`src/design/sctok_pkg.sv`:
```
`timescale 1ns / 1ps
// ----------------------------------------------------------------------------
// sctok_pkg
// Types, codes and constants shared by the command-line tokenizer files.
// ----------------------------------------------------------------------------
package sctok_pkg;

  localparam int CharW  = 8;
  localparam int CountW = 8;
  localparam int TotalW = 9;
  localparam int CfgIndexW = 8;

  localparam logic [CountW-1:0] COUNT_MAX = 8'hFF;
  localparam logic [TotalW-1:0] TOTAL_MAX = 9'h1FF;
  localparam logic [7:0] LIMIT_RESET = 8'hFF;

  // Configuration register indexes.
  localparam logic [CfgIndexW-1:0] REG_MAX_TOKEN_CHARS  = 8'd0;
  localparam logic [CfgIndexW-1:0] REG_MAX_TOTAL_TOKENS = 8'd1;

  // Characters with a meaning of their own.
  localparam logic [CharW-1:0] CH_SPACE   = 8'h20;
  localparam logic [CharW-1:0] CH_NEWLINE = 8'h0A;
  localparam logic [CharW-1:0] CH_TAB     = 8'h09;
  localparam logic [CharW-1:0] CH_PIPE    = 8'h7C;
  localparam logic [CharW-1:0] CH_LESS    = 8'h3C;
  localparam logic [CharW-1:0] CH_GREATER = 8'h3E;

  // Byte roles.
  localparam logic [2:0] ROLE_SEPARATOR = 3'd0;
  localparam logic [2:0] ROLE_ARG_CHAR  = 3'd1;
  localparam logic [2:0] ROLE_REDIR_IN  = 3'd2;
  localparam logic [2:0] ROLE_REDIR_OUT = 3'd3;
  localparam logic [2:0] ROLE_FILE_CHAR = 3'd4;
  localparam logic [2:0] ROLE_PIPE      = 3'd5;
  localparam logic [2:0] ROLE_IGNORED   = 3'd6;

  // Token closed just before a byte.
  localparam logic [1:0] CLOSED_NONE = 2'd0;
  localparam logic [1:0] CLOSED_ARG  = 2'd1;
  localparam logic [1:0] CLOSED_FILE = 2'd2;

  // Error codes.
  localparam logic [2:0] ERR_NONE         = 3'd0;
  localparam logic [2:0] ERR_LEADING_PIPE = 3'd1;
  localparam logic [2:0] ERR_EMPTY_CMD    = 3'd2;
  localparam logic [2:0] ERR_NO_FILENAME  = 3'd3;
  localparam logic [2:0] ERR_ARG_LONG     = 3'd4;
  localparam logic [2:0] ERR_FILE_LONG    = 3'd5;
  localparam logic [2:0] ERR_TOO_MANY     = 3'd6;

  typedef enum logic [1:0] {
    MODE_BETWEEN,
    MODE_ARG,
    MODE_REDIR_WAIT,
    MODE_FILE
  } mode_t;

  typedef struct packed {
    logic [CharW-1:0] char_in;
    logic             end_of_line;
  } in_beat_t;

  typedef struct packed {
    logic [CharW-1:0]  char_out;
    logic [2:0]        role;
    logic [1:0]        closed_token;
    logic [CountW-1:0] command_number;
    logic [CountW-1:0] argument_number;
    logic [2:0]        error_code;
    logic              line_done;
  } out_beat_t;

  typedef struct packed {
    mode_t             parse_mode;
    logic [7:0]        token_length;
    logic [TotalW-1:0] token_total;
    logic [CountW-1:0] command_count;
    logic [CountW-1:0] argument_count;
    logic              command_has_content;
    logic [2:0]        sticky_error;
  } tok_state_t;

  localparam tok_state_t TOK_STATE_RESET = '{
    parse_mode:          MODE_BETWEEN,
    token_length:        8'd0,
    token_total:         9'd0,
    command_count:       8'd0,
    argument_count:      8'd0,
    command_has_content: 1'b0,
    sticky_error:        ERR_NONE
  };

endpackage

```
`src/design/shell_command_line_tokenizer.sv`:
```
`timescale 1ns / 1ps
// ----------------------------------------------------------------------------
// shell_command_line_tokenizer
// Streaming tokenizer for shell command lines, one byte per beat.
// ----------------------------------------------------------------------------
// Usage:
//   The input channel (in_valid, in_stall, in_beat) carries one byte of the
//   command line per beat, with end_of_line set on the last byte. Each input
//   beat yields exactly one result beat on the output channel (out_valid,
//   out_stall, out_beat): the byte echoed with its role, the token closed
//   before it, its command and argument numbers, the sticky error code of
//   the line and the line_done flag.
//   A byte accepted at a clock edge shows its result in the output register
//   right after that edge. Throughput is one byte per cycle while the
//   receiver does not stall; the bound is the update of the line state,
//   which feeds back into the next byte's classification.
//   The result sits in an output register. The block keeps taking bytes as
//   long as that register is empty or being emptied in the same cycle; while
//   the receiver stalls a waiting result, in_stall is raised and the result
//   holds.
//   The configuration port (cfg_valid, cfg_ready, cfg_index, cfg_data) sets
//   the token length limit (index 0) and the token total limit (index 1). It
//   is always ready; writes to other indexes are dropped.
//   Synchronous reset returns both limits to 255, clears the line state and
//   empties the output register.
// ----------------------------------------------------------------------------
module shell_command_line_tokenizer (
  input  logic                                clk,
  input  logic                                rst,
  input  logic                                in_valid,
  output logic                                in_stall,
  input  sctok_pkg::in_beat_t                 in_beat,
  output logic                                out_valid,
  input  logic                                out_stall,
  output sctok_pkg::out_beat_t                out_beat,
  input  logic                                cfg_valid,
  output logic                                cfg_ready,
  input  logic [sctok_pkg::CfgIndexW-1:0]     cfg_index,
  input  logic [7:0]                          cfg_data
);
  import sctok_pkg::*;

  logic [7:0] max_token_chars;
  logic [7:0] max_total_tokens;
  tok_state_t state;
  tok_state_t state_next;
  out_beat_t  result;
  logic       accept;

  // A new byte may enter whenever the output register is free or is being
  // read out in this cycle.
  assign in_stall  = out_valid && out_stall;
  assign accept    = in_valid && !in_stall;
  assign cfg_ready = 1'b1;

  sctok_step u_step (
    .cur       (state),
    .beat      (in_beat),
    .lim_chars (max_token_chars),
    .lim_total (max_total_tokens),
    .nxt       (state_next),
    .res       (result)
  );

  // Limits and line state. Configuration must only change while the block is
  // idle, so no write races with a byte in flight; the block does not enforce it.
  always_ff @(posedge clk) begin
    if (rst) begin
      max_token_chars  <= LIMIT_RESET;
      max_total_tokens <= LIMIT_RESET;
      state            <= TOK_STATE_RESET;
    end else begin
      if (cfg_valid && cfg_ready) begin
        if (cfg_index == REG_MAX_TOKEN_CHARS) begin
          max_token_chars <= cfg_data;
        end else if (cfg_index == REG_MAX_TOTAL_TOKENS) begin
          max_total_tokens <= cfg_data;
        end
      end
      if (accept) begin
        state <= state_next;
      end
    end
  end

  // Output register: filled on every accepted byte, emptied when the
  // receiver takes the beat and nothing new arrives.
  always_ff @(posedge clk) begin
    if (rst) begin
      out_valid <= 1'b0;
    end else if (accept) begin
      out_valid <= 1'b1;
    end else if (!out_stall) begin
      out_valid <= 1'b0;
    end
  end

  always_ff @(posedge clk) begin
    if (accept) begin
      out_beat <= result;
    end
  end

endmodule

```
`src/design/sctok_step.sv`:
```
`timescale 1ns / 1ps
// ----------------------------------------------------------------------------
// sctok_step
// Classifies one byte against the current line state and forms the next
// line state and the result beat.
// ----------------------------------------------------------------------------
module sctok_step (
  input  sctok_pkg::tok_state_t cur,
  input  sctok_pkg::in_beat_t   beat,
  input  logic [7:0]            lim_chars,
  input  logic [7:0]            lim_total,
  output sctok_pkg::tok_state_t nxt,
  output sctok_pkg::out_beat_t  res
);
  import sctok_pkg::*;

  function automatic logic [TotalW-1:0] total_add(input logic [TotalW-1:0] t,
                                                  input logic [1:0] n);
    logic [TotalW:0] sum;
    sum = {1'b0, t} + {{(TotalW-1){1'b0}}, n};
    return (sum > {1'b0, TOTAL_MAX}) ? TOTAL_MAX : sum[TotalW-1:0];
  endfunction

  // Closing an argument counts it, unless the token total is already at the
  // limit, in which case the line fails instead.
  function automatic tok_state_t close_arg(input tok_state_t s,
                                           input logic [7:0] lim);
    tok_state_t r;
    r = s;
    if (s.token_length != 8'd0) begin
      if (s.token_total >= {1'b0, lim}) begin
        r.sticky_error = ERR_TOO_MANY;
      end else begin
        if (s.argument_count < COUNT_MAX) begin
          r.argument_count = s.argument_count + 8'd1;
        end
        r.token_total  = total_add(s.token_total, 2'd1);
        r.token_length = 8'd0;
      end
    end
    return r;
  endfunction

  logic              is_sep, is_pipe, is_angle, is_break;
  tok_state_t        work;
  logic [2:0]        role;
  logic [1:0]        closed;
  logic [CountW-1:0] cnum, anum;

  assign is_sep   = (beat.char_in == CH_SPACE) || (beat.char_in == CH_NEWLINE) ||
                    (beat.char_in == CH_TAB);
  assign is_pipe  = (beat.char_in == CH_PIPE);
  assign is_angle = (beat.char_in == CH_LESS) || (beat.char_in == CH_GREATER);
  assign is_break = is_sep || is_pipe || is_angle;

  // Line state update for this byte.
  always_comb begin
    work   = cur;
    role   = ROLE_IGNORED;
    closed = CLOSED_NONE;
    cnum   = cur.command_count;
    anum   = cur.argument_count;
    if (cur.sticky_error == ERR_NONE) begin
      if (cur.parse_mode == MODE_ARG && is_break) begin
        work = close_arg(cur, lim_total);
        if (work.sticky_error == ERR_NONE) begin
          closed = CLOSED_ARG;
        end
        work.parse_mode = MODE_BETWEEN;
      end else if (cur.parse_mode == MODE_FILE && is_break) begin
        work.token_length = 8'd0;
        closed            = CLOSED_FILE;
        work.parse_mode   = MODE_BETWEEN;
      end
      cnum = work.command_count;
      anum = work.argument_count;

      if (work.sticky_error == ERR_NONE) begin
        priority if (work.parse_mode == MODE_REDIR_WAIT && is_sep) begin
          role = ROLE_SEPARATOR;
        end else if (work.parse_mode == MODE_REDIR_WAIT ||
                     work.parse_mode == MODE_FILE) begin
          // Whatever follows a redirection, separators apart, is taken as a file name byte.
          if (work.token_length >= lim_chars) begin
            work.sticky_error = ERR_FILE_LONG;
          end else begin
            work.token_length = work.token_length + 8'd1;
            role              = ROLE_FILE_CHAR;
            work.parse_mode   = MODE_FILE;
          end
        end else if (work.parse_mode == MODE_ARG) begin
          if (work.token_length >= lim_chars) begin
            work.sticky_error = ERR_ARG_LONG;
          end else begin
            work.token_length = work.token_length + 8'd1;
            role              = ROLE_ARG_CHAR;
          end
        end else if (is_sep) begin
          role = ROLE_SEPARATOR;
        end else if (is_pipe) begin
          if (!work.command_has_content) begin
            work.sticky_error = (work.command_count == 8'd0) ? ERR_LEADING_PIPE
                                                             : ERR_EMPTY_CMD;
          end else begin
            role = ROLE_PIPE;
            if (work.command_count < COUNT_MAX) begin
              work.command_count = work.command_count + 8'd1;
            end
            work.argument_count      = 8'd0;
            work.command_has_content = 1'b0;
            work.token_total         = total_add(work.token_total, 2'd1);
          end
        end else if (is_angle) begin
          role = (beat.char_in == CH_LESS) ? ROLE_REDIR_IN : ROLE_REDIR_OUT;
          work.command_has_content = 1'b1;
          work.token_total         = total_add(work.token_total, 2'd2);
          work.parse_mode          = MODE_REDIR_WAIT;
        end else begin
          if (work.token_length >= lim_chars) begin
            work.sticky_error = ERR_ARG_LONG;
          end else begin
            work.token_length        = work.token_length + 8'd1;
            role                     = ROLE_ARG_CHAR;
            work.command_has_content = 1'b1;
            work.parse_mode          = MODE_ARG;
          end
        end
      end

      // End of line: close an open argument, check for a dangling
      // redirection and for an empty final command.
      if (beat.end_of_line && work.sticky_error == ERR_NONE) begin
        if (work.parse_mode == MODE_ARG) begin
          work = close_arg(work, lim_total);
        end else if (work.parse_mode == MODE_REDIR_WAIT) begin
          work.sticky_error = ERR_NO_FILENAME;
        end
        if (work.sticky_error == ERR_NONE && work.command_count != 8'd0 &&
            !work.command_has_content) begin
          work.sticky_error = ERR_EMPTY_CMD;
        end
      end
    end
  end

  // The line starts afresh after its last byte.
  always_comb begin
    nxt = beat.end_of_line ? TOK_STATE_RESET : work;
  end

  always_comb begin
    res.char_out        = beat.char_in;
    res.role            = role;
    res.closed_token    = closed;
    res.command_number  = cnum;
    res.argument_number = anum;
    res.error_code      = work.sticky_error;
    res.line_done       = beat.end_of_line;
  end

endmodule

```
`config.mk`:
```
export PLATFORM = sky130hd
export DESIGN_NAME = shell_command_line_tokenizer
export DESIGN_NICKNAME = d
export VERILOG_FILES = /design/src/design/sctok_pkg.sv /design/src/design/shell_command_line_tokenizer.sv /design/src/design/sctok_step.sv
export SDC_FILE = /design/constraint.sdc
export NUM_CORES = 1
export LEC_CHECK = 0
export BUFFER_PORTS_ARGS = -buffer_cell sky130_fd_sc_hd__buf_2
export CAP_MARGIN = 30
export CORE_ASPECT_RATIO = 1.2
export CORE_MARGIN = 2
export CORE_UTILIZATION = 39
export DETAILED_ROUTE_END_ITERATION = 8
export PLACE_DENSITY_LB_ADDON = 0.12
export SLEW_MARGIN = 10
export SYNTH_ARGS = -nofsm -noshare
export SYNTH_HDL_FRONTEND = slang
export SYNTH_SLANG_ARGS = --single-unit
```
`constraint.sdc`:
```
create_clock -name clk -period 5.2 [get_ports clk]
set_input_delay 0.26 -clock clk [delete_from_list [all_inputs] [get_ports clk]]
set_output_delay 0.26 -clock clk [all_outputs]
set_load 0.05 [all_outputs]
```
# [Yosys cells after proc, flatten, opt, wreduce, memory -nomap -nowiden]
# Index checks and enable logic that the tools add are counted.
[word_totals] ff_bits=89 out_inout_bits=36 word_cells=169
[classes] add_sub_neg=8 n_lt_le_gt_ge=10 n_eq_ne=15 mux=83 bitwise_logic=3 n_reduce_logical=32
[ops] operator="$mux W39" n=7
[ops] operator="$mux W8" n=12
[ops] operator="$mux W26" n=3
[ops] operator="$mux W3" n=24
[ops] operator="$mux W36" n=2
[ops] operator="$mux W10" n=7
[ops] operator="$mux W17" n=4
[ops] operator="$mux W29" n=2
[ops] operator="$mux W9" n=6
[ops] operator="$gt A10 B9 Y1 const B" n=4
[ops] operator="$mux W34" n=1
[ops] operator="$add A8 B1 Y8 const B" n=4
[ops] operator="$add A9 B1 Y10 const B" n=3
[ops] operator="$eq A8 B6 Y1 const B" n=3
[ops] operator="$lt A8 B8 Y1 const B" n=3
[ops] operator="$reduce_bool A8 Y1" n=3
[ops] operator="$ge A9 B8 Y1" n=2
[ops] operator="$eq A8 B4 Y1 const B" n=2
[ops] operator="$logic_not A8 Y1" n=2
[ops] operator="$mux W16" n=1
[ops] operator="$logic_not A3 Y1" n=5
[ops] operator="$mux W2" n=7
[ops] operator="$add A9 B2 Y10 const B" n=1
[ops] operator="$eq A2 B2 Y1 const B" n=4
[ops] operator="15 further kinds" n=39

# [Longest topological paths before layout]
[depth] word_depth=36 mapped_depth=28

# [Modules after synthesis]
# Synthesis repeated with hierarchy kept, for this count alone.
[hier_totals] cells_unflattened=898 area_unflattened_um2=6996.7
[modules_own_cells] mod="sctok_step" instances=1 cells_per_inst=625 area_per_inst_um2=3963.8
[modules_own_cells] mod="shell_command_line_tokenizer" instances=1 cells_per_inst=273 area_per_inst_um2=3032.9

# [Least setup slack after synthesis]
# No wires, ideal clock.
[synth_timing] path_kind="register -> register" startpoint="register state[20] in the netlist's numbering" endpoint="register state[10] in the netlist's numbering" setup_time_ps=79 t_arrival_ps=5365 required_ps=5121 setup_slack_ps=-244 stages_incl_launch_ff=24 n_path_buf=2 period_less_slack_ps=5444 cell_sequence="dfxtp_1 -> inv_1 -> ha_1 -> nand2b_1 -> a31oi_1 -> o21ai_0 -> a21boi_0 -> clkbuf_8 -> o21ai_0 -> clkbuf_1 -> and2_1 -> ha_1 -> a41o_1 -> a21oi_1 -> o21ai_0 -> a21oi_1 -> nand2_1 -> nor3_1 -> mux2i_1 -> a211o_2 -> or2_2 -> nand3b_4 -> or4_4 -> a211oi_2"
[synth_between] elab_chain_cells=27
[synth_rtl] element="from (decl)" line_no="shell_command_line_tokenizer.sv:45" rtl="tok_state_t state;"
[synth_rtl] element="from (signal assigned)" line_no="shell_command_line_tokenizer.sv:81" rtl="state <= state_next;"
[synth_rtl] element="$add A9 B1 Y10" line_no="sctok_step.sv:20" rtl="sum = {1'b0, t} + {{(TotalW-1){1'b0}}, n};"
[synth_rtl] element="$gt A10 B9 Y1" line_no="sctok_step.sv:21" rtl="return (sum > {1'b0, TOTAL_MAX}) ? TOTAL_MAX : sum[TotalW-1:0];"
[synth_rtl] element="$mux W9" line_no="sctok_step.sv:21"
[synth_rtl] element="$mux W17" line_no="sctok_step.sv:31" rtl="if (s.token_total >= {1'b0, lim}) begin"
[synth_rtl] element="$mux W17" line_no="sctok_step.sv:30" rtl="if (s.token_length != 8'd0) begin"
[synth_rtl] element="$mux W29" line_no="sctok_step.sv:64" rtl="if (cur.parse_mode == MODE_ARG && is_break) begin"
[synth_rtl] element="$mux W29" line_no="sctok_step.sv:63" rtl="if (cur.sticky_error == ERR_NONE) begin"
[synth_rtl] element="$add A9 B2 Y10 / $add A9 B1 Y10 (equally long branches)" line_no="sctok_step.sv:20"
[synth_rtl] element="[11 not listed]"
[synth_rtl] element="$mux W8" line_no="sctok_step.sv:31"
[synth_rtl] element="$mux W8" line_no="sctok_step.sv:30"
[synth_rtl] element="$mux W34" line_no="sctok_step.sv:133" rtl="if (work.parse_mode == MODE_ARG) begin"
[synth_rtl] element="$mux W36" line_no="sctok_step.sv:132" rtl="if (beat.end_of_line && work.sticky_error == ERR_NONE) begin"
[synth_rtl] element="$mux W36" line_no="sctok_step.sv:63"
[synth_rtl] element="$mux W39 (*)" line_no="sctok_step.sv:132"
[synth_rtl] element="$mux W39 (*)" line_no="sctok_step.sv:63"
[synth_rtl] element="$mux W39 (*)" line_no="sctok_step.sv:148" rtl="nxt = beat.end_of_line ? TOK_STATE_RESET : work;"
# Every way passes the cells marked *; elsewhere a longest branch is shown, timed or not. The select of a mux whose other input is x is not followed.
# A chain may end at the register's enable or synchronous reset.

# [Final worst setup path]
[layout_timing] startpoint="register max_total_tokens[2]" endpoint="register state[10] in the netlist's numbering"
[layout_between] elab_chain_cells=25
[layout_rtl] element="from (decl)" line_no="shell_command_line_tokenizer.sv:44" rtl="logic [7:0] max_total_tokens;"
[layout_rtl] element="from (signal assigned)" line_no="shell_command_line_tokenizer.sv:77" rtl="max_total_tokens <= cfg_data;"
[layout_rtl] element="$ge A9 B8 Y1" line_no="sctok_step.sv:31"
[layout_rtl] element="$mux W17" line_no="sctok_step.sv:31"
[layout_rtl] element="$mux W17" line_no="sctok_step.sv:30"
[layout_rtl] element="$mux W29" line_no="sctok_step.sv:64"
[layout_rtl] element="$mux W29" line_no="sctok_step.sv:63"
[layout_rtl] element="$add A9 B2 Y10 / $add A9 B1 Y10 (equally long branches)" line_no="sctok_step.sv:20"
[layout_rtl] element="$gt A10 B9 Y1" line_no="sctok_step.sv:21"
[layout_rtl] element="$mux W9" line_no="sctok_step.sv:21"
[layout_rtl] element="[9 not listed]"
[layout_rtl] element="$mux W8" line_no="sctok_step.sv:31"
[layout_rtl] element="$mux W8" line_no="sctok_step.sv:30"
[layout_rtl] element="$mux W34" line_no="sctok_step.sv:133"
[layout_rtl] element="$mux W36" line_no="sctok_step.sv:132"
[layout_rtl] element="$mux W36" line_no="sctok_step.sv:63"
[layout_rtl] element="$mux W39 (*)" line_no="sctok_step.sv:132"
[layout_rtl] element="$mux W39 (*)" line_no="sctok_step.sv:63"
[layout_rtl] element="$mux W39 (*)" line_no="sctok_step.sv:148"
# Marked as above.

==> reports/metrics.yaml <==
timing:
  hold_violations: 0
  whs_ns: 0.120
  finClkSkew_ns: 0.0103
  max_freq_mhz: 201
  setup_viol: 0
  fin_crit_sh_pct: 95.6
  relSlewSlack_pct: 39.3
  worst_slew_pin_slew_ns: 0.907
  min_period_ns: 4.97
  layout_setup_ws_ns: 0.230
  slew_violations: 0
floorplan:
  initial_core_util_pct: 39.5
  io_pins: 66
  rows: 50
  core-area_um2: 15500
  fp.dieH_um: 141
  fp.dieW_um: 118
  die_area_um2: 16700
cells_and_area:
  drive_above_1_share_pct: 33.4
  syn_to_final_growth_pct: 29.8
  fill_cells: 1514
  fin_nets: 927
  antenna_cells: 0
  final_util_pct: 51.3
  fin_cells: 1075
synthesis:
  synth_top_area_share_pct: 18.3
  synth_top_flop_cell: "dfxtp_1"
  synth_nets: 779
  synth.ff_latch_count: 89
  yosysUniqueCellTypes: 87
  yosysWarnings: 0
  synth_area_um2: 6130
  synth-edff-count: 33
  synthArstFlopShare_pct: 0
  syn-mean-instance-area_um2: 8.59
  yosys.area.top_type: "dfxtp_1"
  syn_inst: 714
  yosys-top-cells-area: "dfxtp_1 (18%), edfxtp_1 (16%), ha_1 (7.1%)"
  synth_seq_area_share_pct: 34.4
global_routing:
  antenna_found_initial: 0
  grt_overflow_total: 0
  grt_pass1_wl_mm: 28.6
  grt_usage_pct: 21.3
  grt_pass1_vias: 5512
  grt_max_degree: 45
setup_path:
  start_kind: "flop"
  startpoint: "max_total_tokens[2]$_SDFFE_PP1P_"
  rrSetupSlack_ns: 0.23
  cp-endpoint: "state[10]$_SDFFE_PP0P_"
  cp_max_fo: 4
  worstPathRequired_ns: 5.48
  path_class: "flop to flop"
  r2r-end: "state[10]$_SDFFE_PP0P_"
  rr_worst_depth: 27
  end_kind: "flop"
  crit_arrival_ns: 5.25
  r2r_start: "max_total_tokens[2]$_SDFFE_PP1P_"
drt:
  wire_per_inst_um: 16.7
  drcViolationCount: 0
  drtPass1Iterations: 6
  viasPerCell: 5.55
  ant_nets: 0
  dr.first_iter.drc_count: 460
  vias: 5967
  wl_mm: 18.0
placement:
  io_buffers: 64
  pre_cts_ws_ns: -0.338
  post-dp-hpwl_mm: 13.7
  dp.cells: 1051
  gp_congestion: 0.936
clock_tree:
  cts_root_buf: "clkbuf_16"
  cts_made_buffers: 9
  clk_path_buf_depth: 2
  clk_latency_ns: 0.36
  numClockSinks: 89
  path_clk_slew_ns: 0.07
  cts_max_level: 3
  cts_tree: "done"
worst_hold_path:
  hold_class: "primary input to flop"
status:
  status: "completed"
run:
  drv_cap: 0
pwr:
  max-vdd-ir-drop_mv: 0.149
  pwr_density_cell_nw_per_um2: 219
  p_leak_nw: 3.49
  p_total_mw: 1.75
cell usage after synthesis (3+ instances only):
cell	count
a31oi_1	16
a211oi_1	10
a211o_1	16
edfxtp_1	33
nand4b_1	5
a22oi_1	5
a31o_2	5
nor4_1	8
a21o_1	7
inv_1	36
nor4b_1	3
xnor2_1	10
and2_1	15
nor3_1	22
nand2_1	53
o21ai_0	39
o21a_1	3
ha_1	35
nand4_1	11
dfxtp_1	56
nand3_1	29
or3_1	3
nor2b_1	8
mux2_2	4
nand3b_1	3
nand2b_1	7
a22o_1	10
o31ai_1	5
xor2_1	8
and3_1	12
clkbuf_8	7
and4_1	4
clkbuf_1	25
or2_2	5
nor2_1	79
a21oi_1	48
cells in the final DEF (no fill, tap or decap), types with 5 or more instances in the layout:
cell type | Yosys | final
a211o_1 | 16 | 16
a211oi_1 | 10 | 6
a21o_1 | 7 | 7
a21oi_1 | 48 | 44
a22o_1 | 10 | 10
a22oi_1 | 5 | 5
a31o_2 | 5 | 5
a31oi_1 | 16 | 14
and2_1 | 15 | 14
and3_1 | 12 | 12
buf_2 | 1 | 64
buf_4 | 2 | 110
clkbuf_16 | 0 | 10
dfxtp_1 | 56 | 50
dfxtp_2 | 0 | 6
edfxtp_1 | 33 | 33
ha_1 | 35 | 28
ha_4 | 0 | 7
inv_1 | 36 | 32
nand2_1 | 53 | 49
nand2b_1 | 7 | 6
nand3_1 | 29 | 29
nand4_1 | 11 | 11
nand4b_1 | 5 | 5
nor2_1 | 79 | 75
nor2b_1 | 8 | 6
nor3_1 | 22 | 19
nor4_1 | 8 | 8
o21ai_0 | 39 | 32
o31ai_1 | 5 | 5
or2_2 | 5 | 5
xnor2_1 | 10 | 9
xor2_1 | 8 | 7
per-stage QoR:
stage	setup TNS, ns	instance area, µm²
2_1_floorplan	0	6150
3_3_place_gp	-0.571	7240
3_5_place_dp	-1.14	7250
4_1_cts	0	7660
5_1_grt	-0.0162	7960
6_report	0	7960
kinds of logic after synthesis:
logic type      Yosys count  synth area share, %
other cells               1               0.0612
fa+ha+maj                35                 7.14
simple gates            291                 25.4
flops                    89                 34.4
compound gates          197                 22.3
xor+xnor                 19                 2.84
mux                       6                 1.06
buf+inv                  76                 6.71
routing by layer:
layer / track usage, % / vias to the layer above / part of all wire [%]
met5: 0 / - / 0
met4: 10.5 / 0 / 4.4
li1: - / 2929 / -
met1: 26.9 / 2813 / 44
met2: 36.2 / 172 / 48
met3: 2.65 / 53 / 3.7
flip-flops by register name (all words and copies together), names as in the netlist:
| signal | flops |
|---|---|
| out_valid | 1 |
| max_total_tokens | 8 |
| out_beat | 33 |
| max_token_chars | 8 |
| state | 39 |
worst min path at each step:
stage / startpoint / endpoint / slack, ns / depth (start not counted)
floorplan: in_beat[0] / out_beat[0]$_DFFE_PP_ / 0.36 / 0
global placement: max_total_tokens[1]$_SDFFE_PP1P_ / max_total_tokens[1]$_SDFFE_PP1P_ / 0.45 / 1
detailed placement: max_total_tokens[1]$_SDFFE_PP1P_ / max_total_tokens[1]$_SDFFE_PP1P_ / 0.45 / 1
CTS: in_beat[8] / out_beat[32]$_DFFE_PP_ / 0.11 / 1
global route: in_beat[8] / out_beat[32]$_DFFE_PP_ / 0.10 / 1
finish: in_beat[8] / out_beat[32]$_DFFE_PP_ / 0.12 / 1
critical path, stage by stage (launching register included):
cell and delay (ns):
dfxtp_2 0.33, inv_2 0.07, ha_4 0.20, a21o_1 0.20, a31oi_4 0.18, o21ai_4 0.10, a21bo_2 0.23, nor2_4 0.14
buf_6 0.13, xnor2_4 0.12, inv_2 0.07, ha_4 0.17, and3_1 0.18, mux2_4 0.28, and2_4 0.16, nand4b_1 0.16
o211ai_1 0.10, nor2_1 0.08, ha_1 0.31, and4_1 0.15, a31oi_1 0.18, nand2_1 0.08, a21o_2 0.20, a21oi_2 0.15
buf_4 0.14, nand3b_4 0.08, or4_4 0.48, a211oi_2 0.22
layout make-up:
class	instances	area, µm²	share of cell area, %
sequential	89	2120	26.6
timing repair buffer	177	1180	14.8
clock buffer	10	250	3.14
multi-input combinational	549	3930	49.4
clock inverter	6	82.6	1.04
tap	208	260	3.27
inverter	36	135	1.70
power by group:
part,switching (mW),total [mW],internal (mW)
Combinational,0.179,0.276,0.0973
Clock,0.309,0.721,0.412
Sequential,0.00826,0.750,0.742
timing repair:
action / CTS / global route
buffers inserted: 2 / 6
hold buffers: 0 / 0
setup endpoints to repair: 6 / 6
pin swaps: 5 / 33
resized for setup: 15 / 57
Note: power is estimated with default switching activity, not from simulation.
